===== config.mk =====
export PLATFORM = sky130hd
export DESIGN_NAME = cos_sim_fifo
export DESIGN_NICKNAME = d
export VERILOG_FILES = /design/src/hw/rtl/cos_sim_pkg.sv /design/src/hw/rtl/cos_sim_fifo.sv
export SDC_FILE = /design/constraint.sdc
export NUM_CORES = 1
export LEC_CHECK = 0
export BUFFER_PORTS_ARGS = -buffer_cell sky130_fd_sc_hd__buf_2
export CAP_MARGIN = 20
export CORE_MARGIN = 1.5
export CORE_UTILIZATION = 45
export DETAILED_ROUTE_END_ITERATION = 16
export HOLD_SLACK_MARGIN = 0.02
export PLACE_DENSITY = 0.75
export SLEW_MARGIN = 10
export SYNTH_ARGS = -nofsm -noshare
export SYNTH_HDL_FRONTEND = slang
export SYNTH_SLANG_ARGS = --single-unit

===== constraint.sdc =====
create_clock -name clock -period 7.9 [get_ports clock]
set_input_delay 1.58 -clock clock [delete_from_list [all_inputs] [get_ports clock]]
set_output_delay 1.58 -clock clock [all_outputs]
set_load 0.005 [all_outputs]

===== src/hw/rtl/cos_sim_pkg.sv =====
// Shared types and constants of the cosine similarity unit.
// Used by the front end, the sums queue, the back end and the top level.
package cos_sim_pkg;

   localparam int ElemPortW = 16;
   localparam int DotW      = 44;
   localparam int NormW     = 43;
   localparam int SimW      = 16;
   // Magnitude of the quotient: 0 to 16384 needs fifteen bits.
   localparam int QW        = 15;
   localparam int HalfW     = 22;
   localparam int ProdW     = 2 * HalfW;
   localparam int WideW     = 2 * ProdW;
   localparam int FracShift = 28;
   localparam int CmpW      = 117;
   localparam int StepW     = 4;
   localparam int KW        = 4;

   localparam logic [StepW-1:0] MulIssue = 4'd8;
   localparam logic [StepW-1:0] MulDone  = 4'd9;
   localparam logic [KW-1:0]    TopBit   = 4'd14;

   localparam int FifoDepth = 2;
   localparam int FifoPtrW  = 1;
   localparam int FifoCntW  = 2;

   localparam logic signed [DotW-1:0] DotMax  = {1'b0, {(DotW-1){1'b1}}};
   localparam logic signed [DotW-1:0] DotMin  = {1'b1, {(DotW-1){1'b0}}};
   localparam logic [NormW-1:0]       NormMax = {NormW{1'b1}};
   localparam logic signed [SimW-1:0] SimOne  = 16'sd16384;

   typedef struct packed {
      logic signed [DotW-1:0] dot;
      logic [NormW-1:0]       norm_a;
      logic [NormW-1:0]       norm_b;
   } vec_sums_type;

   typedef enum logic [2:0] {
      ST_IDLE,
      ST_MUL,
      ST_ADD,
      ST_CMP,
      ST_RESULT
   } back_state_type;

endpackage


===== src/hw/rtl/cos_sim_fifo.sv =====
// Two-entry queue of finished vector sums between the front and back ends.
// Depends on cos_sim_pkg.
module cos_sim_fifo (
   input  logic                      clock,
   input  logic                      reset,
   input  logic                      push,
   input  cos_sim_pkg::vec_sums_type push_data,
   input  logic                      pop,
   output cos_sim_pkg::vec_sums_type head,
   output logic                      not_empty,
   output logic                      full
);
   import cos_sim_pkg::*;

   vec_sums_type          entry_ff [FifoDepth];
   logic [FifoPtrW-1:0]   wr_ptr_ff, wr_ptr_in;
   logic [FifoPtrW-1:0]   rd_ptr_ff, rd_ptr_in;
   logic [FifoCntW-1:0]   count_ff, count_in;

   assign head      = entry_ff[rd_ptr_ff];
   assign not_empty = (count_ff != '0);
   assign full      = (count_ff == FifoCntW'(FifoDepth));

   always_comb begin
      wr_ptr_in = push ? wr_ptr_ff + 1'b1 : wr_ptr_ff;
      rd_ptr_in = pop  ? rd_ptr_ff + 1'b1 : rd_ptr_ff;
      unique case ({push, pop})
         2'b10:   count_in = count_ff + 1'b1;
         2'b01:   count_in = count_ff - 1'b1;
         default: count_in = count_ff;
      endcase
   end

   always_ff @(posedge clock) begin
      if (reset) begin
         wr_ptr_ff <= '0;
         rd_ptr_ff <= '0;
         count_ff  <= '0;
      end else begin
         wr_ptr_ff <= wr_ptr_in;
         rd_ptr_ff <= rd_ptr_in;
         count_ff  <= count_in;
      end
      if (push) begin
         entry_ff[wr_ptr_ff] <= push_data;
      end
   end

`ifndef SYNTHESIS
   a_no_overflow: assert property (@(posedge clock) disable iff (reset)
      !(push && full))
      else $error("sums queue written while full");
   a_no_underflow: assert property (@(posedge clock) disable iff (reset)
      !(pop && !not_empty))
      else $error("sums queue read while empty");
`endif

endmodule


== Word-level counts from Yosys, hierarchy flattened ==
Memory sizes are Yosys's and may differ from the RTL's. A register that Yosys moved wholly into a read port is not among the register bits.
Cells that the tools add are included.

* Register bits: 4
* RAM bits: 260
* Bits of input ports: 134
* Memories kept: 1

* Add/subtract/negate cells: 4
* Multiplexer cells: 5
* Reduce and logical (&&, ||, !) cells: 2
* Equal/unequal tests: 3

{| class="wikitable"
|+ Memory list
! name !! depth !! width !! rd ports !! clocked after memory_dff !! wr ports !! RTL line !! RTL
|-
| entry_ff || 2 || 130 || 1 || 1 || 1 || cos_sim_fifo.sv:15 || <nowiki>vec_sums_type entry_ff [FifoDepth];</nowiki>
|}

{| class="wikitable"
|+ Operators by type and width
! operator !! count
|-
| == test 2 bit, second input constant || 2
|-
| two-way mux 1 bit || 4
|-
| case mux 2 bit (2 select lines) || 1
|-
| nonzero test 2 bit || 2
|-
| adder 1 bit, second input constant || 2
|-
| adder 2 x 1 -> 2 bit, second input constant || 1
|-
| == test 2 x 1 -> 1 bit, second input constant || 1
|-
| subtractor 2 x 1 -> 2 bit, second input constant || 1
|}

== Depth between registers and ports, before layout ==
* Depth in word-level cells: 3
* Gate-level depth with buffers: 5
* Mapped depth without buffers: 5

== Worst setup path after synthesis ==
No wires, ideal clock.

* Path type: input -> register
* Start point: in push
* End point: mem entry_ff[0][0] (netlist bit), enable pin
* Slack: 0.193 ns
* Cell stages on the path: 2
* Path buffers: 0
* Arrival: 7.083 ns
* Cells stage by stage: inv_1 > nor2_1

* Word-level cells in the longest chain between the ends: 2

{| class="wikitable"
|+ RTL lines
! item !! RTL line !! RTL
|-
| from (decl) || cos_sim_fifo.sv:6 || <nowiki>input logic push,</nowiki>
|-
| two-way mux 1 bit || cos_sim_fifo.sv:44 || <nowiki>if (push) begin</nowiki>
|-
| two-way mux 1 bit (implied by the code) || cos_sim_fifo.sv:45 || <nowiki>entry_ff[wr_ptr_ff] <= push_data;</nowiki>
|-
| to (decl) || cos_sim_fifo.sv:15 ||
|}

No other way between the ends.

==> impl_metrics.xml <==
<?xml version="1.0" encoding="UTF-8"?>
<metrics>
  <group name="timing">
    <metric name="slew_headroom" unit="%">33.24</metric>
    <metric name="clock_skew" unit="ns">0.01024</metric>
    <metric name="timing.final.max_slew_violations" unit="">0</metric>
    <metric name="post-route-period-util" unit="%">55.78</metric>
    <metric name="max_clk_rate" unit="GHz">0.2269</metric>
    <metric name="period_needed" unit="ns">4.407</metric>
    <metric name="setup-tns-final" unit="ns">0</metric>
    <metric name="finalSetupViolations" unit="">0</metric>
    <metric name="finalHoldViolations" unit="">0</metric>
    <metric name="rsz0062_at_grt" unit="">false</metric>
    <metric name="timing_worst_slew_pin_value" unit="ns">1.001</metric>
  </group>
  <group name="detailed_routing">
    <metric name="routed_via_density" unit="">4.925</metric>
    <metric name="drt-total-wl" unit="mm">18.14</metric>
    <metric name="via_count" unit="">4950</metric>
    <metric name="dr.pass1.iters" unit="">4</metric>
    <metric name="drc_errors" unit="">0</metric>
    <metric name="post_drt_wl_per_cell" unit="µm">18.05</metric>
    <metric name="detailedRoute.firstIterationViolations" unit="">233</metric>
    <metric name="ant_nets" unit="">0</metric>
  </group>
  <group name="grt">
    <metric name="grt_start_max_net_pins" unit="">75</metric>
    <metric name="final_global_route_overflow_total" unit="">0</metric>
    <metric name="grt_pass1_wl" unit="mm">27.13</metric>
    <metric name="globalRouteTotalUtil" unit="%">15.75</metric>
    <metric name="grt_antenna_before_repair" unit="">3</metric>
    <metric name="first_global_vias" unit="">5408</metric>
  </group>
  <group name="power">
    <metric name="power.share.sequential" unit="%">52.1</metric>
    <metric name="internal_power" unit="mW">2.562</metric>
    <metric name="total_switching_power" unit="mW">0.6526</metric>
    <metric name="pwr-share-comb" unit="%">8.9</metric>
    <metric name="netSwitchingFraction" unit="%">20.30</metric>
    <metric name="pwr_density" unit="mW/mm²">265.9</metric>
    <metric name="irDropWorstVdd" unit="V">0.0001777</metric>
    <metric name="clock_power_share" unit="%">39.0</metric>
    <metric name="cellLeakagePower" unit="nW">4.521</metric>
  </group>
  <group name="worst_setup_path">
    <metric name="worst_path_class_setup" unit="">reg2out</metric>
    <metric name="worstPathRequired" unit="ns">6.32</metric>
    <metric name="timing.critical_path.fanout_max" unit="">69</metric>
    <metric name="critPathCaptureType" unit="">output pin</metric>
    <metric name="worst_setup_path_start_kind" unit="">flop</metric>
    <metric name="data_arrival_time_of_the_critical_path" unit="ns">2.83</metric>
    <metric name="timing.reg2reg.setup_slack" unit="ns">5.40</metric>
    <metric name="rr_startpoint" unit="">wr_ptr_ff</metric>
  </group>
  <group name="logic_synthesis">
    <metric name="synthDominantCellAreaShare" unit="%">81.21</metric>
    <metric name="ys.warnings.count" unit="">0</metric>
    <metric name="synth_async_sr_flop_share" unit="%">0</metric>
    <metric name="synth_sequential_area_ratio" unit="%">82.25</metric>
    <metric name="netlist_top_cells_area" unit="">edfxtp_1 (81%), mux2_2 (15%), buf_6 (1.2%)</metric>
    <metric name="synth.ff_latch_count" unit="">265</metric>
    <metric name="netlist_area_pre_place" unit="mm²">0.009614</metric>
    <metric name="synthFlopType" unit="">edfxtp_1</metric>
    <metric name="synth_common_cells" unit="">edfxtp_1 (260), mux2_2 (130), buf_6 (10)</metric>
    <metric name="synth.lib_cells_used.distinct" unit="">17</metric>
    <metric name="synthDominantAreaCellType" unit="">edfxtp_1</metric>
    <metric name="syn_inst" unit="">426</metric>
    <metric name="yosys.cell_count.top_type" unit="">edfxtp_1</metric>
    <metric name="synth_edf_count" unit="">260</metric>
    <metric name="synth.avg_cell_area" unit="µm²">22.57</metric>
    <metric name="synth_fp_nets" unit="">561</metric>
  </group>
  <group name="clocking">
    <metric name="postCtsSetupRepairBufs" unit="">0</metric>
    <metric name="cts.root.buffer_cell" unit="">clkbuf_16</metric>
    <metric name="worst_setup_hold_path_clk_slew" unit="ns">0.06</metric>
    <metric name="tritoncts" unit="">done</metric>
    <metric name="cts.repair.resized" unit="">0</metric>
    <metric name="cts_htree_levels" unit="">1</metric>
    <metric name="cts-buffers-inserted" unit="">27</metric>
    <metric name="insertion_delay" unit="ns">0.51</metric>
    <metric name="cts-root-to-sink-buffers" unit="">3</metric>
    <metric name="cts.sinks" unit="">265</metric>
    <metric name="cts-hold-fix-buffers" unit="">0</metric>
  </group>
  <group name="floorplan">
    <metric name="number_of_core_rows" unit="">53</metric>
    <metric name="die_area" unit="mm²">0.02225</metric>
    <metric name="floorplan.core_area" unit="mm²">0.02102</metric>
    <metric name="starting_utilization_of_the_core_area" unit="%">45.74</metric>
    <metric name="die_height" unit="µm">149.2</metric>
    <metric name="die_w" unit="µm">149.2</metric>
    <metric name="io_pins" unit="">266</metric>
  </group>
  <group name="placement">
    <metric name="placed_area" unit="mm²">0.01119</metric>
    <metric name="numPlacedInstances" unit="">956</metric>
    <metric name="global_placer_s_final_weighted_congestion" unit="">0.7635</metric>
    <metric name="dp.final_hpwl" unit="mm">12.08</metric>
    <metric name="place.port_buffers" unit="">265</metric>
  </group>
  <group name="status">
    <metric name="outcome" unit="">finished, final reports clean</metric>
  </group>
  <group name="flow_run">
    <metric name="count_of_max_cap_constraint_violations" unit="">0</metric>
  </group>
  <group name="layout">
    <metric name="drive_gt1_share" unit="%">60.91</metric>
    <metric name="fin_nets" unit="">845</metric>
    <metric name="fill_count" unit="">1577</metric>
    <metric name="final_cell_count_no_fill" unit="">1005</metric>
    <metric name="layout-area-overhead-vs-synth" unit="%">25.73</metric>
    <metric name="post_route_core_utilization" unit="%">57.50</metric>
    <metric name="postLayoutCellArea" unit="mm²">0.01209</metric>
  </group>
  <group name="min_path">
    <metric name="worstHoldStart" unit="">count_ff[1]</metric>
    <metric name="hp-class" unit="">reg2reg</metric>
  </group>
</metrics>
[metal layers]
metal | track usage (%) | part of all wire [%]
met1 | 18.31 | 38
met2 | 27.66 | 51
met3 | 4.771 | 8.7
met4 | 5.446 | 2.5
met5 | 0 | 0.12
[critical path, cell delays in order, from the launching register on]
cell	delay [ns]
dfxtp_4	0.88
buf_4	0.81
mux2_2	0.42
buf_2	0.13
[flip-flops by register name (all words and copies together) (netlist names), named ones only]
| signal | flops |
|---|---|
| wr_ptr_ff | 1 |
| rd_ptr_ff | 1 |
| entry_ff | 260 |
| count_ff | 2 |
[cell families after synthesis]
kind of cell,Yosys count,share of synthesized area [%]
muxes,130,15.23
buffers and inverters,15,1.445
DFF,265,82.25
xor gates and xnor gates,4,0.3645
adders and majority gates,1,0.1301
AOI/OAI and AO/OA,2,0.1040
and+or+nand+nor,9,0.4817
[stage by stage]
stage	hold slack, ns	setup WS (ns)	power, mW
2_1_floorplan	0.4564	0.1926	1.863
3_3_place_gp	0.4797	4.032	1.981
3_5_place_dp	0.4994	3.985	1.997
4_1_cts	0.5248	3.426	3.259
5_1_grt	0.5513	3.318	3.339
6_report	0.5260	3.493	3.214
[path summary, 6_finish.rpt]
path / endpoint / cells past startpoint
max: head[39] / 3
min: count_ff[1] / 2
max reg2reg: entry_ff[1][16] / 2
min reg2reg: count_ff[1] / 2
[layout make-up]
class / instances / area (µm²) / area share, %
antenna: 1 / 2.502 / 0.02070
clock buffer: 38 / 767.0 / 6.345
timing repair buffer: 269 / 1356 / 11.22
inverter: 1 / 3.754 / 0.03105
clock inverter: 10 / 125.1 / 1.035
tap: 275 / 344.1 / 2.847
sequential: 265 / 7911 / 65.45
multi-input combinational: 146 / 1578 / 13.05
[placed cells by master, fill, tap and decap left out]
| cell type | instances |
|---|---|
| buf_2 | 265 |
| or2_2 | 1 |
| and2_4 | 1 |
| dfxtp_1 | 4 |
| clkinvlp_4 | 1 |
| ha_1 | 1 |
| clkbuf_16 | 27 |
| o21ai_0 | 1 |
| xnor2_1 | 3 |
| xor2_1 | 1 |
| buf_4 | 4 |
| clkbuf_1 | 6 |
| clkinv_2 | 4 |
| dfxtp_4 | 1 |
| or3_1 | 1 |
| mux2_2 | 130 |
| a21oi_1 | 1 |
| clkinv_1 | 2 |
| edfxtp_1 | 260 |
| nor2_4 | 1 |
| nor2_1 | 4 |
| and2b_2 | 1 |
| bufinv_16 | 3 |
| clkbuf_8 | 5 |
| inv_1 | 1 |
| diode_2 | 1 |
[power groups by stage]
stage	Combinational (mW)	Sequential [mW]	Clock, mW
6_report	0.287	1.67	1.25
5_1_grt	0.313	1.68	1.34
4_1_cts	0.293	1.68	1.29
3_5_place_dp	0.291	1.71	0
3_3_place_gp	0.282	1.70	0
2_1_floorplan	0.165	1.70	0
Note: power is estimated with default switching activity, not from simulation.
