===== src/hw/rtl/cos_sim_pkg.sv =====
// Shared types and constants of the cosine similarity unit.
// Used by the front end, the sums queue, the back end and the top level.
package cos_sim_pkg;

   localparam int ElemPortW = 16;
   localparam int DotW      = 44;
   localparam int NormW     = 43;
   localparam int SimW      = 16;
   // Magnitude of the quotient: 0 to 16384 needs fifteen bits.
   localparam int QW        = 15;
   localparam int HalfW     = 22;
   localparam int ProdW     = 2 * HalfW;
   localparam int WideW     = 2 * ProdW;
   localparam int FracShift = 28;
   localparam int CmpW      = 117;
   localparam int StepW     = 4;
   localparam int KW        = 4;

   localparam logic [StepW-1:0] MulIssue = 4'd8;
   localparam logic [StepW-1:0] MulDone  = 4'd9;
   localparam logic [KW-1:0]    TopBit   = 4'd14;

   localparam int FifoDepth = 2;
   localparam int FifoPtrW  = 1;
   localparam int FifoCntW  = 2;

   localparam logic signed [DotW-1:0] DotMax  = {1'b0, {(DotW-1){1'b1}}};
   localparam logic signed [DotW-1:0] DotMin  = {1'b1, {(DotW-1){1'b0}}};
   localparam logic [NormW-1:0]       NormMax = {NormW{1'b1}};
   localparam logic signed [SimW-1:0] SimOne  = 16'sd16384;

   typedef struct packed {
      logic signed [DotW-1:0] dot;
      logic [NormW-1:0]       norm_a;
      logic [NormW-1:0]       norm_b;
   } vec_sums_type;

   typedef enum logic [2:0] {
      ST_IDLE,
      ST_MUL,
      ST_ADD,
      ST_CMP,
      ST_RESULT
   } back_state_type;

endpackage


===== src/hw/rtl/cos_sim_front.sv =====
// Front end: takes element pair beats, squares and multiplies them, and keeps
// the saturating running sums. Depends on cos_sim_pkg.
module cos_sim_front #(
   parameter int ELEM_WIDTH = 16
) (
   input  logic                            clock,
   input  logic                            reset,
   input  logic                            req_valid,
   output logic                            req_ready,
   input  logic signed [15:0]              req_elem_a,
   input  logic signed [15:0]              req_elem_b,
   input  logic                            req_last_elem,
   output logic                            push,
   input  logic                            fifo_full,
   output cos_sim_pkg::vec_sums_type       push_data
);
   import cos_sim_pkg::*;

   localparam int PW   = 2 * ELEM_WIDTH;
   localparam int AccW = ((PW > DotW) ? PW : DotW) + 1;

   logic signed [ELEM_WIDTH-1:0] a, b;
   logic                         take, stall;

   logic signed [PW-1:0]   dot_p_ff, dot_p_in;
   logic signed [PW-1:0]   sqa_ff, sqa_in;
   logic signed [PW-1:0]   sqb_ff, sqb_in;
   logic                   last_ff, last_in;
   logic                   vld_ff, vld_in;

   logic signed [DotW-1:0] dot_acc_ff, dot_acc_in;
   logic [NormW-1:0]       na_acc_ff, na_acc_in;
   logic [NormW-1:0]       nb_acc_ff, nb_acc_in;

   logic signed [AccW-1:0] dot_s, na_s, nb_s;
   logic signed [DotW-1:0] dot_sat;
   logic [NormW-1:0]       na_sat, nb_sat;

   // Only the low ELEM_WIDTH bits of a wider field carry the element; a narrower port is zero-extended.
   if (ELEM_WIDTH <= ElemPortW) begin : g_sext
      assign a = req_elem_a[ELEM_WIDTH-1:0];
      assign b = req_elem_b[ELEM_WIDTH-1:0];
   end else begin : g_zext
      assign a = {{(ELEM_WIDTH-ElemPortW){1'b0}}, req_elem_a};
      assign b = {{(ELEM_WIDTH-ElemPortW){1'b0}}, req_elem_b};
   end

   // A last pair that cannot enter the queue holds the whole front end.
   assign stall     = vld_ff & last_ff & fifo_full;
   assign req_ready = ~stall;
   assign take      = req_valid & req_ready;

   always_comb begin
      vld_in   = stall ? vld_ff : take;
      dot_p_in = dot_p_ff;
      sqa_in   = sqa_ff;
      sqb_in   = sqb_ff;
      last_in  = last_ff;
      if (take) begin
         dot_p_in = PW'(a) * PW'(b);
         sqa_in   = PW'(a) * PW'(a);
         sqb_in   = PW'(b) * PW'(b);
         last_in  = req_last_elem;
      end
   end

   always_comb begin
      dot_s = AccW'(dot_acc_ff) + AccW'(dot_p_ff);
      na_s  = AccW'($signed({1'b0, na_acc_ff})) + AccW'(sqa_ff);
      nb_s  = AccW'($signed({1'b0, nb_acc_ff})) + AccW'(sqb_ff);

      priority if (dot_s > AccW'(DotMax)) begin
         dot_sat = DotMax;
      end else if (dot_s < AccW'(DotMin)) begin
         dot_sat = DotMin;
      end else begin
         dot_sat = dot_s[DotW-1:0];
      end
      na_sat = (na_s > AccW'($signed({1'b0, NormMax}))) ? NormMax : na_s[NormW-1:0];
      nb_sat = (nb_s > AccW'($signed({1'b0, NormMax}))) ? NormMax : nb_s[NormW-1:0];

      dot_acc_in = dot_acc_ff;
      na_acc_in  = na_acc_ff;
      nb_acc_in  = nb_acc_ff;
      if (vld_ff && !stall) begin
         if (last_ff) begin
            dot_acc_in = '0;
            na_acc_in  = '0;
            nb_acc_in  = '0;
         end else begin
            dot_acc_in = dot_sat;
            na_acc_in  = na_sat;
            nb_acc_in  = nb_sat;
         end
      end
   end

   assign push             = vld_ff & last_ff & ~fifo_full;
   assign push_data.dot    = dot_sat;
   assign push_data.norm_a = na_sat;
   assign push_data.norm_b = nb_sat;

   always_ff @(posedge clock) begin
      if (reset) begin
         vld_ff     <= 1'b0;
         dot_acc_ff <= '0;
         na_acc_ff  <= '0;
         nb_acc_ff  <= '0;
      end else begin
         vld_ff     <= vld_in;
         dot_acc_ff <= dot_acc_in;
         na_acc_ff  <= na_acc_in;
         nb_acc_ff  <= nb_acc_in;
      end
      dot_p_ff <= dot_p_in;
      sqa_ff   <= sqa_in;
      sqb_ff   <= sqb_in;
      last_ff  <= last_in;
   end

endmodule


===== config.mk =====
export PLATFORM = sky130hd
export DESIGN_NAME = cos_sim_front
export DESIGN_NICKNAME = d
export VERILOG_FILES = /design/src/hw/rtl/cos_sim_pkg.sv /design/src/hw/rtl/cos_sim_front.sv
export SDC_FILE = /design/constraint.sdc
export NUM_CORES = 2
export LEC_CHECK = 0
export BUFFER_PORTS_ARGS = -buffer_cell sky130_fd_sc_hd__buf_4
export CAP_MARGIN = 20
export CORE_MARGIN = 5
export CORE_UTILIZATION = 40
export CTS_CLUSTER_SIZE = 30
export DETAILED_ROUTE_END_ITERATION = 7
export GPL_ROUTABILITY_DRIVEN = 0
export MAX_ROUTING_LAYER = met4
export PLACE_DENSITY = 0.59
export SYNTH_ARGS = -nofsm -noshare
export SYNTH_HDL_FRONTEND = slang
export SYNTH_SLANG_ARGS = --single-unit

===== constraint.sdc =====
create_clock -name clock -period 16.3 [get_ports clock]
set_input_delay 3.26 -clock clock [delete_from_list [all_inputs] [get_ports clock]]
set_output_delay 3.26 -clock clock [all_outputs]
set_load 0.02 [all_outputs]

# --- After elaboration in Yosys (flattened, before gate mapping) ---
# Cells that the tools add are included.
op_classes:
  bitwise_logic: 6
  muxes: 7
  mul: 3
  n_lt_le_gt_ge: 4
  add_sub_neg: 3
  reduce_logical: 2
op_table:
  columns: ["operator", "count"]
  rows:
  - ["43-bit two-way mux", 4]
  - ["44-bit by 32-bit adder with 45-bit output", 3]
  - ["45-bit by 44-bit > comparator with 1-bit output, second input constant", 3]
  - ["44-bit two-way mux", 3]
  - ["16-bit by 16-bit multiplier with 32-bit output", 3]
  - ["45-bit by 44-bit < comparator with 1-bit output, second input constant", 1]
  - ["1-bit AND", 4]
  - ["1-bit inverter", 2]
  - ["1-bit logical AND", 1]
  - ["1-bit zero test", 1]
word_totals:
  inputBits: 37
  regBits: 228
  output_inout_bits: 132
  word_cells: 33

# --- Logic depth before layout (Yosys ltp) ---
logic_depth:
  ltp_word: 5
  mapped_depth: 27
  depth_no_buf: 25

# --- Worst setup path before layout ---
# Ideal clock, no wire load.
synth_timing:
  path_type: "input -> register"
  start: "input port req_elem_a[15]"
  end: "register dot_p_ff[31], data pin"
  n_path_buf: 2
  t_required_ps: 16040
  path_stages: 25
  setup_ps: 260
  slack_ps: 6859
  arrival_ps: 9181
  cell_sequence: "clkbuf_1 -> buf_1 -> nand2_1 -> inv_1 -> fa_1 -> inv_1 -> fa_1 -> inv_1 -> fa_1 -> inv_1 -> fa_1 -> fa_1 -> fa_1 -> inv_1 -> ha_1 -> a2111oi_0 -> o21ai_0 -> o21ai_0 -> o41ai_1 -> o31a_1 -> a41oi_1 -> a211oi_1 -> o31a_1 -> nor2_1 -> xnor2_1"
synth_via:
  elab_chain_cells: 1
synth_lines:
  columns: ["item", "line_no", "text"]
  rows:
  - ["start: declaration", "cos_sim_front.sv:10", "input logic signed [15:0] req_elem_a,"]
  - ["16-bit by 16-bit multiplier with 32-bit output", "cos_sim_front.sv:60", "dot_p_in = PW'(a) * PW'(b);"]
  - ["end signal: assignment", "cos_sim_front.sv:115", "dot_p_ff <= dot_p_in;"]
  - ["end: declaration", "cos_sim_front.sv:25", "logic signed [PW-1:0] dot_p_ff, dot_p_in;"]
# Every way passes these cells.
# A chain may end at the register's enable or synchronous reset.

# --- Worst setup path after layout ---
layout_timing:
  start: "input port req_elem_a[2]"
  end: "register dot_p_ff[31], data pin"
# The elaborated chain is that of the path after synthesis.

==> results.txt <==
The run finished with clean final reports. The setup violation total in the final timing report is 0. The simple logic cell fraction of the synthesized area is between 10% and 20%.

At the later pin of the worst-skew pair, clock insertion delay measures between 0.6 and 0.7 ns. Among all flip-flop cells after synthesis, the most frequent one is sky130_fd_sc_hd__dfxtp_1. Among all cell types in the netlist, the one instantiated most often is sky130_fd_sc_hd__inv_1. The synthesized design contains 95 enable-type register cells. The relative slew slack came out at roughly 34%. Once detail routing completed, the nets flagged for antenna violations numbered 0.

Of the total synthesized cell area, the portion taken by XOR and XNOR cells is under 10%. Buffers inserted during clock tree synthesis total 28. The post-synthesis instance area is between 0.04 and 0.05 mm2.

The share of the synthesized area in compound gates (AO/OA/AOI/OAI) came out at about 13%. Once the floorplan was initialized, standard cells occupied around two fifths of the core. The number of global-route vias before repair is between 30000 and 40000.

The count of buffers added on input and output ports is around 170. The synthesized area per cell is 8.95 um2. The critical path class is in2reg. The type of element capturing the critical path is a register. The final number of hold-violating endpoints came out at 0. The maximum buffer depth of the clock tree came out at 3. The placement-stage worst setup slack came out at around 6.1 ns. The worst path uses roughly three fifths of the clock period. The async set or reset register ratio after synthesis is 0%. In the routed design, unresolved DRC markers number 0.

Setup repair after global routing left no endpoint under its margin. The vertical die dimension is around 340 um. In this run, the number of DRC markers left after iteration 0 of detailed routing was about 2000. The number of antenna violations at the first check in global routing is 3. The minimum clock period after layout is around 9.6 ns. The total vias in the final route is about 32000. The final count of pins violating max slew came out at 0. In the synthesized netlist, mux cells make up less than 1% of the area.

Counting every net in the synthesized netlist gives a little under 6000. The total area inside the core boundary comes to ~0.11 mm2. The worst setup path is launched from an input port. The final-layout setup total negative slack is 0 ns. The count of cells resized by post-cts repair came out at 0. Clock-pin slew was measured on the worst setup and hold paths at 0.06 ns.

The floorplan step set the die width to between 300 and 400 um. The half-perimeter wire length of the detailed placement result came out at 85000 um. The layout overhead on the synthesized area is 7.95%. The count of cell types in the netlist came out at 83. The pre-antenna-repair detailed-routing pass consisted of 6 iterations. In this run the number of H-tree levels came out at 1.

After synthesis, the largest family of logic cells by area is adder cells. The number of instances in the synthesized netlist is roughly 4800. The number of register bits inferred by synthesis is roughly 230. Of the synthesized area, sequential elements account for roughly 13%. The total routing resource utilization after global routing came out at between 20% and 30%. The post-synthesis share of cell area spent on full adders, half adders and majority gates came out at between 40% and 50%. The first global-routing pass estimated 178000 um of wire. The number of nets in the finished design is between 5000 and 6000. The routed via count divided by cell count is 5.18.

The placed standard-cell area is approximately 0.045 mm2. The post-CTS setup buffer count came out at 0. At the pin with the least slew margin, the transition time is just under 1 ns. After floorplanning, the core was divided into 120 placement rows. The pin count of the biggest net entering global routing came out at 68. The critical path data arrival time is 9.92 ns. In this run the clock root is driven by a sky130_fd_sc_hd__clkbuf_16. Once routing completed, OpenROAD measured the worst setup slack at approximately 6.7 ns. Of the cells placed in the final design, the portion with a size suffix greater than 1 is ~6%. The number of ports placed on the die boundary came out at ~170.

After synthesis, the cell types taking the most area are sky130_fd_sc_hd__fa_1 (34%), sky130_fd_sc_hd__ha_1 (11%), sky130_fd_sc_hd__inv_1 (8.6%). The floorplan die area came out at 0.114 mm2. The overflow left after global routing is 0.

The synthesized design spends more area on one cell type than any other, namely sky130_fd_sc_hd__fa_1. In this run the worst hold path is classified as reg2reg. In this run the worst path has a maximum fanout of 27. Hold is met by around 0.45 ns. The setup skew after layout came out at between 0.04 and 0.05 ns.

The portion of synthesized cell area occupied by the leading cell type came out at about 34%. The clock net sink count is between 200 and 250. TritonCTS built the clock tree. The average routed wire per standard cell came out at ~17 um. The number of inserted filler cells in the final layout is between 10000 and 15000.

The top achievable clock speed is 104 MHz. For the worst setup path, the data required time is 16.63 ns. The aggregate routed wire length came out at approximately 110000 um. By count the netlist is led by sky130_fd_sc_hd__inv_1 (981), sky130_fd_sc_hd__fa_1 (730), sky130_fd_sc_hd__nand2_1 (478), sky130_fd_sc_hd__ha_1 (393), sky130_fd_sc_hd__nor2_1 (241). The post-route cell area is ~0.046 mm2. Buffers inserted to repair hold after CTS numbered 0. The warning count from the yosys run came out at 0. Max-cap violations in this run came to 0.
-- cell usage in the layout (no fill, tap or decap), types with 22 or more instances in the layout --
cell / synthesis / layout
sky130_fd_sc_hd__xnor2_1: 162 / 162
sky130_fd_sc_hd__nor3_1: 39 / 39
sky130_fd_sc_hd__nand3_1: 44 / 44
sky130_fd_sc_hd__o21a_1: 28 / 28
sky130_fd_sc_hd__inv_1: 981 / 981
sky130_fd_sc_hd__xor2_1: 73 / 73
sky130_fd_sc_hd__o21ai_0: 116 / 116
sky130_fd_sc_hd__and2_1: 173 / 172
sky130_fd_sc_hd__buf_4: 3 / 184
sky130_fd_sc_hd__o211ai_1: 42 / 42
sky130_fd_sc_hd__nand2b_1: 62 / 62
sky130_fd_sc_hd__o21bai_1: 38 / 38
sky130_fd_sc_hd__o21ai_1: 25 / 24
sky130_fd_sc_hd__a21o_1: 111 / 111
sky130_fd_sc_hd__nor2b_1: 22 / 22
sky130_fd_sc_hd__or2_2: 26 / 26
sky130_fd_sc_hd__a22o_1: 39 / 39
sky130_fd_sc_hd__a21oi_1: 212 / 211
sky130_fd_sc_hd__dfxtp_1: 131 / 131
sky130_fd_sc_hd__fa_1: 730 / 730
sky130_fd_sc_hd__a31oi_1: 27 / 27
sky130_fd_sc_hd__clkbuf_16: 0 / 28
sky130_fd_sc_hd__ha_1: 393 / 393
sky130_fd_sc_hd__and3_1: 25 / 25
sky130_fd_sc_hd__nor2_1: 241 / 240
sky130_fd_sc_hd__nand2_1: 478 / 478
sky130_fd_sc_hd__edfxtp_1: 95 / 95
sky130_fd_sc_hd__nand4_1: 27 / 27
-- worst paths after layout --
kind / startpoint / endpoint / slack (ns) / cells after the start
worst max-delay path: req_elem_a[2] / dot_p_ff[31]$_DFFE_PP_ / 6.71 / 22
worst min-delay path: dot_acc_ff[12]$_SDFFE_PP0P_ / dot_acc_ff[12]$_SDFFE_PP0P_ / 0.45 / 2
worst max register to register: dot_p_ff[0]$_DFFE_PP_ / dot_acc_ff[0]$_SDFFE_PP0P_ / 11.04 / 14
worst min register to register: dot_acc_ff[12]$_SDFFE_PP0P_ / dot_acc_ff[12]$_SDFFE_PP0P_ / 0.45 / 2
-- flip-flops by register name, summed over array words and instances, names as in the netlist --
name        cells
dot_p_ff       32
sqb_ff         31
last_ff         1
sqa_ff         31
nb_acc_ff      43
dot_acc_ff     44
vld_ff          1
na_acc_ff      43
-- cells by family after synthesis --
kind of cell,after synthesis
and+or+nand+nor,1185
buffers and inverters,1174
adders and majority gates,1144
AOI/OAI and AO/OA,802
xor gates and xnor gates,235
DFF,226
muxes,10
-- worst max-delay path, stage by stage --
cell	delay (ns)
sky130_fd_sc_hd__buf_4	0.36
sky130_fd_sc_hd__clkinv_1	0.61
sky130_fd_sc_hd__nor2_1	0.29
sky130_fd_sc_hd__fa_1	0.45
sky130_fd_sc_hd__ha_1	0.29
sky130_fd_sc_hd__ha_1	0.21
sky130_fd_sc_hd__fa_1	0.44
sky130_fd_sc_hd__ha_1	0.28
sky130_fd_sc_hd__inv_1	0.05
sky130_fd_sc_hd__fa_1	0.47
sky130_fd_sc_hd__inv_1	0.04
sky130_fd_sc_hd__ha_1	0.23
sky130_fd_sc_hd__a211oi_1	0.32
sky130_fd_sc_hd__o21ai_0	0.25
sky130_fd_sc_hd__a211oi_1	0.67
sky130_fd_sc_hd__o41ai_1	0.26
sky130_fd_sc_hd__o31a_1	0.34
sky130_fd_sc_hd__a41oi_1	0.42
sky130_fd_sc_hd__a211oi_1	0.16
sky130_fd_sc_hd__o31a_1	0.30
sky130_fd_sc_hd__nor2_1	0.12
sky130_fd_sc_hd__xnor2_1	0.08
-- area by class of cell --
| class | count | area (um2) | share of cell area, % |
|---|---|---|---|
| Sequential cell | 226 | 5480 | 11.9 |
| Antenna cell | 2 | 5.00 | 0.0108 |
| Multi-Input combinational cell | 3376 | 32900 | 71.3 |
| Clock buffer | 43 | 777 | 1.68 |
| Inverter | 988 | 3710 | 8.03 |
| Clock inverter | 9 | 163 | 0.352 |
| Timing Repair Buffer | 184 | 1380 | 2.99 |
| Tap cell | 1403 | 1760 | 3.80 |
-- stage by stage --
step                      cells  utilization, %
after detailed placement   6177            42.4
after floorplan            4776               -
after global routing       6231            43.3
after CTS                  6229            43.3
final                      6231            43.3
after global placement     6177            42.4
-- layer usage --
layer / share of wire [%] / global-route usage (%) / up-vias / wire, um
li1: - / - / 15244 / -
met1: 46 / 27.2 / 16135 / 49600
met2: 46 / 32.2 / 764 / 50100
met3: 6.1 / 3.12 / 118 / 6630
met4: 1.9 / 3.92 / 0 / 2110
met5: 0 / - / - / 0
Power is left out: the tool's default activity adds up to more than one toggle a clock period on the data nets, which glitch-free logic cannot reach.
