**config.mk**
```make
export PLATFORM = sky130hd
export DESIGN_NAME = cos_sim_back
export DESIGN_NICKNAME = d
export VERILOG_FILES = /design/src/hw/rtl/cos_sim_pkg.sv /design/src/hw/rtl/cos_sim_back.sv
export SDC_FILE = /design/constraint.sdc
export NUM_CORES = 2
export LEC_CHECK = 0
export BUFFER_PORTS_ARGS = -buffer_cell sky130_fd_sc_hd__buf_2
export CAP_MARGIN = 20
export CORE_ASPECT_RATIO = 1.2
export CORE_MARGIN = 2
export CORE_UTILIZATION = 52
export CTS_BUF_LIST = sky130_fd_sc_hd__clkbuf_4 sky130_fd_sc_hd__clkbuf_8
export CTS_CLUSTER_SIZE = 8
export DETAILED_ROUTE_END_ITERATION = 10
export GPL_TIMING_DRIVEN = 0
export HOLD_SLACK_MARGIN = 0.05
export MAX_ROUTING_LAYER = met4
export PLACE_DENSITY = 0.73
export SYNTH_ARGS = -nofsm -noshare
export SYNTH_HDL_FRONTEND = slang
export SYNTH_SLANG_ARGS = --single-unit
```
**constraint.sdc**
```tcl
create_clock -name clock -period 9.4 [get_ports clock]
set_input_delay 1.88 -clock clock [delete_from_list [all_inputs] [get_ports clock]]
set_output_delay 1.88 -clock clock [all_outputs]
set_load 0.02 [all_outputs]
```
**src/hw/rtl/cos_sim_pkg.sv**
```systemverilog
// Shared types and constants of the cosine similarity unit.
// Used by the front end, the sums queue, the back end and the top level.
package cos_sim_pkg;

   localparam int ElemPortW = 16;
   localparam int DotW      = 44;
   localparam int NormW     = 43;
   localparam int SimW      = 16;
   // Magnitude of the quotient: 0 to 16384 needs fifteen bits.
   localparam int QW        = 15;
   localparam int HalfW     = 22;
   localparam int ProdW     = 2 * HalfW;
   localparam int WideW     = 2 * ProdW;
   localparam int FracShift = 28;
   localparam int CmpW      = 117;
   localparam int StepW     = 4;
   localparam int KW        = 4;

   localparam logic [StepW-1:0] MulIssue = 4'd8;
   localparam logic [StepW-1:0] MulDone  = 4'd9;
   localparam logic [KW-1:0]    TopBit   = 4'd14;

   localparam int FifoDepth = 2;
   localparam int FifoPtrW  = 1;
   localparam int FifoCntW  = 2;

   localparam logic signed [DotW-1:0] DotMax  = {1'b0, {(DotW-1){1'b1}}};
   localparam logic signed [DotW-1:0] DotMin  = {1'b1, {(DotW-1){1'b0}}};
   localparam logic [NormW-1:0]       NormMax = {NormW{1'b1}};
   localparam logic signed [SimW-1:0] SimOne  = 16'sd16384;

   typedef struct packed {
      logic signed [DotW-1:0] dot;
      logic [NormW-1:0]       norm_a;
      logic [NormW-1:0]       norm_b;
   } vec_sums_type;

   typedef enum logic [2:0] {
      ST_IDLE,
      ST_MUL,
      ST_ADD,
      ST_CMP,
      ST_RESULT
   } back_state_type;

endpackage

```
**src/hw/rtl/cos_sim_back.sv**
```systemverilog
// Back end: forms the norm product and squared dot with one shared 22x22
// multiplier, then finds the Q1.14 cosine bit by bit. Depends on cos_sim_pkg.
module cos_sim_back (
   input  logic                      clock,
   input  logic                      reset,
   input  logic                      fifo_valid,
   input  cos_sim_pkg::vec_sums_type fifo_head,
   output logic                      pop,
   output logic                      rsp_valid,
   input  logic                      rsp_ready,
   output logic signed [15:0]        rsp_similarity,
   output logic                      rsp_degenerate
);
   import cos_sim_pkg::*;

   back_state_type state_ff, state_in;

   logic [StepW-1:0]  step_ff, step_in;
   logic              neg_ff, neg_in;
   logic [DotW-1:0]   mag_ff, mag_in;
   logic [NormW-1:0]  na_ff, na_in;
   logic [NormW-1:0]  nb_ff, nb_in;

   logic [ProdW-1:0]  pp_ff, pp_in;
   logic [2:0]        pp_sel_ff, pp_sel_in;
   logic              pp_vld_ff, pp_vld_in;
   logic [WideW-1:0]  p_ff, p_in;
   logic [WideW-1:0]  d_ff, d_in;

   logic [CmpW-1:0]   s_ff, s_in;
   logic [CmpW-1:0]   tsh_ff, tsh_in;
   logic [CmpW-1:0]   psh_ff, psh_in;
   logic [CmpW-1:0]   trial_ff, trial_in;
   logic [QW-1:0]     q_ff, q_in;
   logic [KW-1:0]     k_ff, k_in;
   logic              deg_ff, deg_in;

   logic                   rsp_valid_ff, rsp_valid_in;
   logic signed [SimW-1:0] rsp_sim_ff, rsp_sim_in;
   logic                   rsp_deg_ff, rsp_deg_in;

   logic [DotW-1:0]   x_op, y_op;
   logic [HalfW-1:0]  x_half, y_half;
   logic [WideW-1:0]  pp_shifted;
   logic [CmpW-1:0]   rhs;
   logic [SimW-1:0]   q_ext;
   logic              head_zero, accept, out_free;

   assign head_zero = (fifo_head.norm_a == '0) || (fifo_head.norm_b == '0);
   assign rhs       = CmpW'({d_ff, {FracShift{1'b0}}});
   // A trial is refused once the quotient has reached 1.0, which clamps it.
   assign accept    = (trial_ff <= rhs) && !q_ff[QW-1];
   assign out_free  = !rsp_valid_ff || rsp_ready;
   assign q_ext     = SimW'(q_ff);

   // Step bit 2 picks the product (norms or dot), bits 1 and 0 the halves.
   always_comb begin
      x_op   = step_ff[2] ? mag_ff : DotW'(na_ff);
      y_op   = step_ff[2] ? mag_ff : DotW'(nb_ff);
      x_half = step_ff[1] ? x_op[DotW-1:HalfW] : x_op[HalfW-1:0];
      y_half = step_ff[0] ? y_op[DotW-1:HalfW] : y_op[HalfW-1:0];
      unique case (pp_sel_ff[1:0])
         2'b00:   pp_shifted = WideW'(pp_ff);
         2'b11:   pp_shifted = WideW'(pp_ff) << (2 * HalfW);
         default: pp_shifted = WideW'(pp_ff) << HalfW;
      endcase
   end

   always_comb begin
      state_in = state_ff;
      unique case (state_ff)
         ST_IDLE: begin
            if (fifo_valid) begin
               state_in = head_zero ? ST_RESULT : ST_MUL;
            end
         end
         ST_MUL: begin
            if (step_ff == MulDone) begin
               state_in = ST_ADD;
            end
         end
         ST_ADD: state_in = ST_CMP;
         ST_CMP: state_in = (k_ff == '0) ? ST_RESULT : ST_ADD;
         ST_RESULT: begin
            if (out_free) begin
               state_in = ST_IDLE;
            end
         end
         default: state_in = ST_IDLE;
      endcase
   end

   always_comb begin
      pop          = 1'b0;
      step_in      = step_ff;
      neg_in       = neg_ff;
      mag_in       = mag_ff;
      na_in        = na_ff;
      nb_in        = nb_ff;
      pp_in        = x_half * y_half;
      pp_sel_in    = step_ff[2:0];
      pp_vld_in    = 1'b0;
      p_in         = p_ff;
      d_in         = d_ff;
      s_in         = s_ff;
      tsh_in       = tsh_ff;
      psh_in       = psh_ff;
      trial_in     = trial_ff;
      q_in         = q_ff;
      k_in         = k_ff;
      deg_in       = deg_ff;
      rsp_valid_in = rsp_valid_ff && !rsp_ready;
      rsp_sim_in   = rsp_sim_ff;
      rsp_deg_in   = rsp_deg_ff;

      if (pp_vld_ff) begin
         if (pp_sel_ff[2]) begin
            d_in = d_ff + pp_shifted;
         end else begin
            p_in = p_ff + pp_shifted;
         end
      end

      unique case (state_ff)
         ST_IDLE: begin
            if (fifo_valid) begin
               pop    = 1'b1;
               neg_in = fifo_head.dot[DotW-1];
               mag_in = fifo_head.dot[DotW-1] ? DotW'(-$unsigned(fifo_head.dot))
                                              : DotW'($unsigned(fifo_head.dot));
               na_in   = fifo_head.norm_a;
               nb_in   = fifo_head.norm_b;
               deg_in  = head_zero;
               q_in    = '0;
               step_in = '0;
               p_in    = '0;
               d_in    = '0;
            end
         end
         ST_MUL: begin
            step_in   = step_ff + 1'b1;
            pp_vld_in = (step_ff < MulIssue);
            if (step_ff == MulDone) begin
               s_in   = '0;
               tsh_in = '0;
               psh_in = CmpW'({p_ff, {FracShift{1'b0}}});
               q_in   = '0;
               k_in   = TopBit;
            end
         end
         ST_ADD: begin
            trial_in = s_ff + tsh_ff + psh_ff;
         end
         ST_CMP: begin
            // The shifted copies of q*P and P follow the trial bit down.
            psh_in = psh_ff >> 2;
            k_in   = k_ff - 1'b1;
            if (accept) begin
               s_in   = trial_ff;
               tsh_in = (tsh_ff >> 1) + psh_ff;
               q_in   = q_ff | (QW'(1) << k_ff);
            end else begin
               tsh_in = tsh_ff >> 1;
            end
         end
         ST_RESULT: begin
            if (out_free) begin
               rsp_valid_in = 1'b1;
               rsp_sim_in   = neg_ff ? -q_ext : q_ext;
               rsp_deg_in   = deg_ff;
            end
         end
         default: ;
      endcase
   end

   always_ff @(posedge clock) begin
      if (reset) begin
         state_ff     <= ST_IDLE;
         step_ff      <= '0;
         k_ff         <= '0;
         pp_vld_ff    <= 1'b0;
         rsp_valid_ff <= 1'b0;
      end else begin
         state_ff     <= state_in;
         step_ff      <= step_in;
         k_ff         <= k_in;
         pp_vld_ff    <= pp_vld_in;
         rsp_valid_ff <= rsp_valid_in;
      end
      neg_ff     <= neg_in;
      mag_ff     <= mag_in;
      na_ff      <= na_in;
      nb_ff      <= nb_in;
      pp_ff      <= pp_in;
      pp_sel_ff  <= pp_sel_in;
      p_ff       <= p_in;
      d_ff       <= d_in;
      s_ff       <= s_in;
      tsh_ff     <= tsh_in;
      psh_ff     <= psh_in;
      trial_ff   <= trial_in;
      q_ff       <= q_in;
      deg_ff     <= deg_in;
      rsp_sim_ff <= rsp_sim_in;
      rsp_deg_ff <= rsp_deg_in;
   end

   assign rsp_valid      = rsp_valid_ff;
   assign rsp_similarity = rsp_sim_ff;
   assign rsp_degenerate = rsp_deg_ff;

`ifndef SYNTHESIS
   a_q_clamped: assert property (@(posedge clock) disable iff (reset)
      (state_ff == ST_ADD || state_ff == ST_CMP || state_ff == ST_RESULT)
         |-> !(q_ff[QW-1] && (|q_ff[QW-2:0])))
      else $error("quotient grew beyond one");
   a_degenerate_zero: assert property (@(posedge clock) disable iff (reset)
      (rsp_valid_ff && rsp_deg_ff) |-> (rsp_sim_ff == '0))
      else $error("degenerate result with nonzero similarity");
   a_sim_range: assert property (@(posedge clock) disable iff (reset)
      rsp_valid_ff |-> (rsp_sim_ff <= SimOne && rsp_sim_ff >= -SimOne))
      else $error("similarity outside plus or minus one");
`endif

endmodule

```
Yosys cells after proc, flatten, opt, wreduce, memory -nomap -nowiden
Cells that the tools add are included.
- multipliers: 1
- order comparisons: 2
- bitwise logic cells: 2
- equality and inequality tests: 10
- multiplexer cells: 40
- reductions and logical operators: 23
- shifts and indexed selects: 1
- add/subtract/negate cells: 9
- operators by type and width (operator ; count):
    two-way mux 88 bit ; 8
    case mux 117 bit (2 select lines) ; 3
    two-way mux 117 bit ; 4
    adder 117 bit ; 2
    adder 88 bit ; 2
    case mux 88 bit (2 select lines) ; 1
    adder 116 x 117 -> 117 bit ; 1
    <= comparator 117 x 116 -> 1 bit ; 1
    two-way mux 44 bit ; 2
    logical NOT 43 bit ; 2
    two-way mux 15 bit ; 4
    case mux 15 bit (3 select lines) ; 1
    multiplier 22 x 22 -> 44 bit ; 1
    two-way mux 22 bit ; 2
    negator 44 bit ; 1
    two-way mux 43 bit ; 1
    negator 15 -> 16 bit ; 1
    case mux 4 bit (2 select lines) ; 2
    two-way mux 3 bit ; 5
    bitwise OR 15 bit ; 1
    case mux 3 bit (5 select lines) ; 1
    left shift 1 x 4 -> 15 bit (first input constant) ; 1
    two-way mux 4 bit ; 2
    inequality test 2 bit (second input constant) ; 4
    other kinds (22) ; 35
- logic and storage cells: 111
- bits of input ports: 134
- register bits after elaboration: 868
- output and inout port bits: 19

Depth between registers and ports, before layout
- depth in word-level cells: 7
- mapped depth: 32
- gate-level depth less buffers: 29

Worst setup path after synthesis
No wires, ideal clock.
- kind: flip-flop to flip-flop
- from: reg d_ff[54]
- to: reg s_ff[0] (enable)
- required time: 8805 ps
- cell stages (with the launch flop): 15
- data arrival time: 7467 ps
- buffers on the path: 2
- library setup time: 595 ps
- slack: 1339 ps
- period minus slack after synthesis: 8061 ps
- path through: dfxtp_1 inv_1 ha_1 a21o_1 a21o_1 a221oi_1 o221ai_1 a31o_2 a211oi_1 nor2_1 a211oi_1 clkbuf_1 nor2_1 clkbuf_1 nor2_1
- cells in the longest elaborated chain, start to end: 4
- ends and longest elaborated chain (item ; line ; text):
    start: declaration ; cos_sim_back.sv:28 ; logic [WideW-1:0] d_ff, d_in;
    start signal: assignment ; cos_sim_back.sv:198 ; d_ff <= d_in;
    <= comparator 117 x 116 -> 1 bit ; cos_sim_back.sv:52 ; assign accept = (trial_ff <= rhs) && !q_ff[QW-1];
    logical AND 1 bit ; cos_sim_back.sv:52 ;
    inequality test 2 bit (no line) ; n/a ;
    AND reduction 3 bit (no line) ; n/a ;
    end signal: assignment ; cos_sim_back.sv:199 ; s_ff <= s_in;
    end: declaration ; cos_sim_back.sv:30 ; logic [CmpW-1:0] s_ff, s_in;
Every way passes these cells.
A chain may end at the register's enable or synchronous reset.

Worst setup path after layout
- from: reg step_ff[2]
- to: reg pp_ff[41]
- cells in the longest elaborated chain, start to end: 3
- elaborated cells between the ends (all ways): 5
- classes of those cells: mul: 1; mux: 4
- ends and longest elaborated chain (item ; line ; text):
    start: declaration ; cos_sim_back.sv:18 ; logic [StepW-1:0] step_ff, step_in;
    start signal: assignment ; cos_sim_back.sv:186 ; step_ff <= step_in;
    two-way mux 44 bit (on tied branches) ; cos_sim_back.sv:58, cos_sim_back.sv:59 ;
    two-way mux 22 bit (on tied branches) ; cos_sim_back.sv:60, cos_sim_back.sv:61 ;
    multiplier 22 x 22 -> 44 bit (*) ; cos_sim_back.sv:100 ; pp_in = x_half * y_half;
    via pp_in[41] ; cos_sim_back.sv:24 ; logic [ProdW-1:0] pp_ff, pp_in;
    end signal: assignment ; cos_sim_back.sv:195 ; pp_ff <= pp_in;
    end: declaration ; cos_sim_back.sv:24 ;
Mark *: on every way through the listed nets, which the timed path passes. The rest lies on a longest branch.

==> results.md <==
- Outcome: complete, no violations
- CP arrival: 10.14 ns
- Standard-cell rows: 156
- Setup_tns: 0 ns
- Adder-Cell Fraction of Synth Area: 23.6%
- CTS H-tree depth: 4
- Hold Fails Final Rpt: 0
- CTS buffer count: 156
- Top FF cell, synth: edfxtp_1
- CTS tree: yes
- Post-synthesis async set-or-reset flop share: 0%
- Synth cell types: 92
- Die W: 360 µm
- Worst-Margin Slew: 1.24 ns
- Slew margin rel.: 17.2%
- Crit path largest cell delay: 0.84 ns
- Chip height: 431 µm
- Final min period: 9.27 ns
- CP bufs+invs: 6
- Post-DR vias/cell: 6.19
- Final wirelength: 310000 µm
- Max cap viols: 0
- Fin Clk Skew: 0.0714 ns
- Syn_area_per_cell: 8.91 µm²
- I/O pins: 153
- Initial antenna violation count: 13
- Worst path slowest cell: o31a_1
- Post-Synthesis Cell Area: 0.0789 mm²
- Largest net degree at the start of global routing: 101
- Router iterations before antenna repair: 7
- RD Place Congestion: 1.07
- Worst Setup End Kind: flop
- EDFF count, synth: 631
- DRC viols: 0
- Setup-failing EPs final: 0
- Post-synthesis simple-gate area fraction: 17.0%
- Layout cells sized above 1: 7.06%
- Mux cell area share after synthesis: 1.09%
- Grt total ovfl: 0
- FF+latch count, synth: 867
- Final Slew Violations: 0
- Hpwl dp: 257000 µm
- Die area: 0.155 mm²
- WP data required: 10.28 ns
- Kind of cell adding the most delay to the critical path: compound AO/OA/AOI/OAI gates
- Seq/Total Area, Yosys: 30.0%
- Final period util: 98.6%
- Core ar.: 0.151 mm²
- I/O Buffers: 152
- Maximum clock path buffer count: 3
- Final nets: 10534
- Initial core utilization: 52.3%
- Vias in the first global route: 71102
- Routed wire per std cell: 27.3 µm
- Iteration-0 DRC count of the detailed router: 5599
- Syn. warnings: 0
- Root Buffer: clkbuf_8
- Finished Cell Area: 0.0865 mm²
- Critical path class: flop to flop
- Area growth syn-to-layout: 9.62%
- Cells after Synth: 8854
- Leading cell type in the layout, fill and taps excluded: nand2_1
- PwrDens: 411 mW/mm²
- Most frequent cell on the critical path: fa_1
- Max Clk Rate: 108 MHz
- Critical Path Fanout Max: 11
- Worst VDD drop: 1.21 mV
- Synth Area in Compound Gates: 17.9%
- Commonest cells after routing, fill and taps aside: nand2_1 (1273), a21oi_1 (811), ha_1 (663)
- CTS clk-pin slew, worst paths: 0.07 ns
- Leak Pwr: 0.0365 µW
- Vias: 70173
- GRT Total Usage: 40.6%
- Syn Nets: 10168
- XOR/XNOR Fraction of Synth Area: 5.06%
- Main combinational cell family by area after synthesis: adder cells
- Post-DRT Antenna Nets: 0
- Class of the worst hold path: flop to flop
- First-pass GRT wire length: 449000 µm
- CTS sink cnt: 867
- CP Launch Type: flop
- Placed cell area: 0.0829 mm²
- Worst-Skew Late Latency: 0.98 ns
[final timing paths]
check / slack (ns) / cells past startpoint / start / endpoint
max: 0.13 / 27 / step_ff[2] / pp_ff[41]
min reg2reg: 0.40 / 0 / step_ff[1] / pp_sel_ff[1]
min: 0.40 / 0 / step_ff[1] / pp_sel_ff[1]
max reg2reg: 0.13 / 27 / step_ff[2] / pp_ff[41]
[timing repair]
action                     CTS  global route
buffers inserted             2             2
hold buffers                 0             0
pin swaps                    1             2
setup endpoints to repair   26             8
gates resized for setup     65            27
cloned                       0             0
[cell usage after synthesis, types with 16 or more instances]
cell,number,area (µm²)
nand2_1,1273,4780
a21oi_1,813,4070
nor2_1,664,2490
ha_1,663,8300
inv_1,641,2410
edfxtp_1,631,18900
fa_1,517,10300
clkbuf_1,423,1590
o21ai_0,379,1900
xnor2_1,315,2760
a21o_1,312,2340
dfxtp_1,236,4720
nand4_1,197,1230
and3_1,186,1160
xor2_1,141,1230
o21bai_1,130,976
nor3_1,115,576
nand3_1,112,561
and2_1,102,638
o21a_1,79,593
nor2b_1,66,413
o211ai_1,64,480
o31ai_1,61,458
nand2b_1,54,338
a31oi_1,53,332
a211oi_1,52,390
nor4_1,49,307
mux2i_1,48,480
o21ai_1,38,190
o31a_1,37,324
buf_1,34,128
or3_1,34,213
a21boi_0,23,173
or4_1,20,150
a211o_1,19,166
a221oi_1,16,140
or2_2,16,100
[worst reg2reg max path, stage by stage, from the launching register on]
cell and delay (ns):
dfxtp_2 0.42, clkbuf_2 0.28, clkbuf_2 0.32, o211ai_1 0.61
o31a_1 0.84, nor2_1 0.17, fa_1 0.43, fa_1 0.55
inv_1 0.06, fa_1 0.48, inv_1 0.06, fa_1 0.49
inv_1 0.05, fa_1 0.52, inv_1 0.05, fa_1 0.38
fa_1 0.43, ha_1 0.39, a21o_1 0.19, a21o_1 0.17
a21oi_1 0.36, o211ai_1 0.31, a311oi_4 0.43, o221ai_2 0.35
a21oi_1 0.31, nor3_1 0.11, a211oi_1 0.28, xnor2_1 0.15
[registers in the layout, indices dropped and copies added, names as in the netlist, 3 cells and up]
signal          cells
d_ff               88
k_ff                4
mag_ff             44
na_ff              43
nb_ff              43
p_ff               88
pp_ff              44
pp_sel_ff           3
psh_ff            116
q_ff               15
rsp_similarity     16
s_ff              117
state_ff            3
step_ff             4
trial_ff          117
tsh_ff            117
[report_power, final]
group          leakage (µW)  internal, µW  switching [µW]
registers           0.00773          4780             460
clock network       0.00174          2110            1820
logic                0.0270         10900           15500
total                0.0365         17800           17700
[layout make-up]
class | count | area, µm²
Antenna cell | 11 | 27.5
Buffer | 460 | 1820
Clock buffer | 215 | 2630
Clock inverter | 67 | 666
Fill cell | 13590 | 64200
Inverter | 642 | 2420
Multi-Input combinational cell | 6879 | 51200
Sequential cell | 867 | 23700
Tap cell | 1975 | 2470
Timing Repair Buffer | 214 | 1520
[per-stage QoR]
step / utilization (%) / hold slack (ns) / std cells / power, µW / worst slack, ns
2_1_floorplan: - / 0.329 / 8854 / 23300 / 1.34
3_3_place_gp: 54.5 / 0.332 / 10981 / 29500 / -3.91
3_5_place_dp: 55.0 / 0.354 / 11033 / 30100 / -1.98
4_1_cts: 57.3 / 0.410 / 11313 / 34900 / 0.0600
5_1_grt: 57.4 / 0.419 / 11328 / 38200 / -0.0229
6_report: 57.4 / 0.402 / 11330 / 35600 / 0.132
[routing by layer]
layer / track usage, % / up-vias / share of wire, %
met5: - / - / 0
met4: 33.6 / 0 / 10
met3: 5.55 / 1149 / 5.9
met2: 68.9 / 3074 / 49
met1: 42.1 / 34042 / 35
li1: - / 31908 / -
[cells by family after synthesis]
family,after synthesis
AND/OR/NAND/NOR,2940
AO/OA/AOI/OAI,2232
adder cells (fa/ha/maj),1180
buffers and inverters,1108
flip-flops,867
XOR/XNOR,456
multiplexers,71
Note: power is estimated with default switching activity, not from simulation.
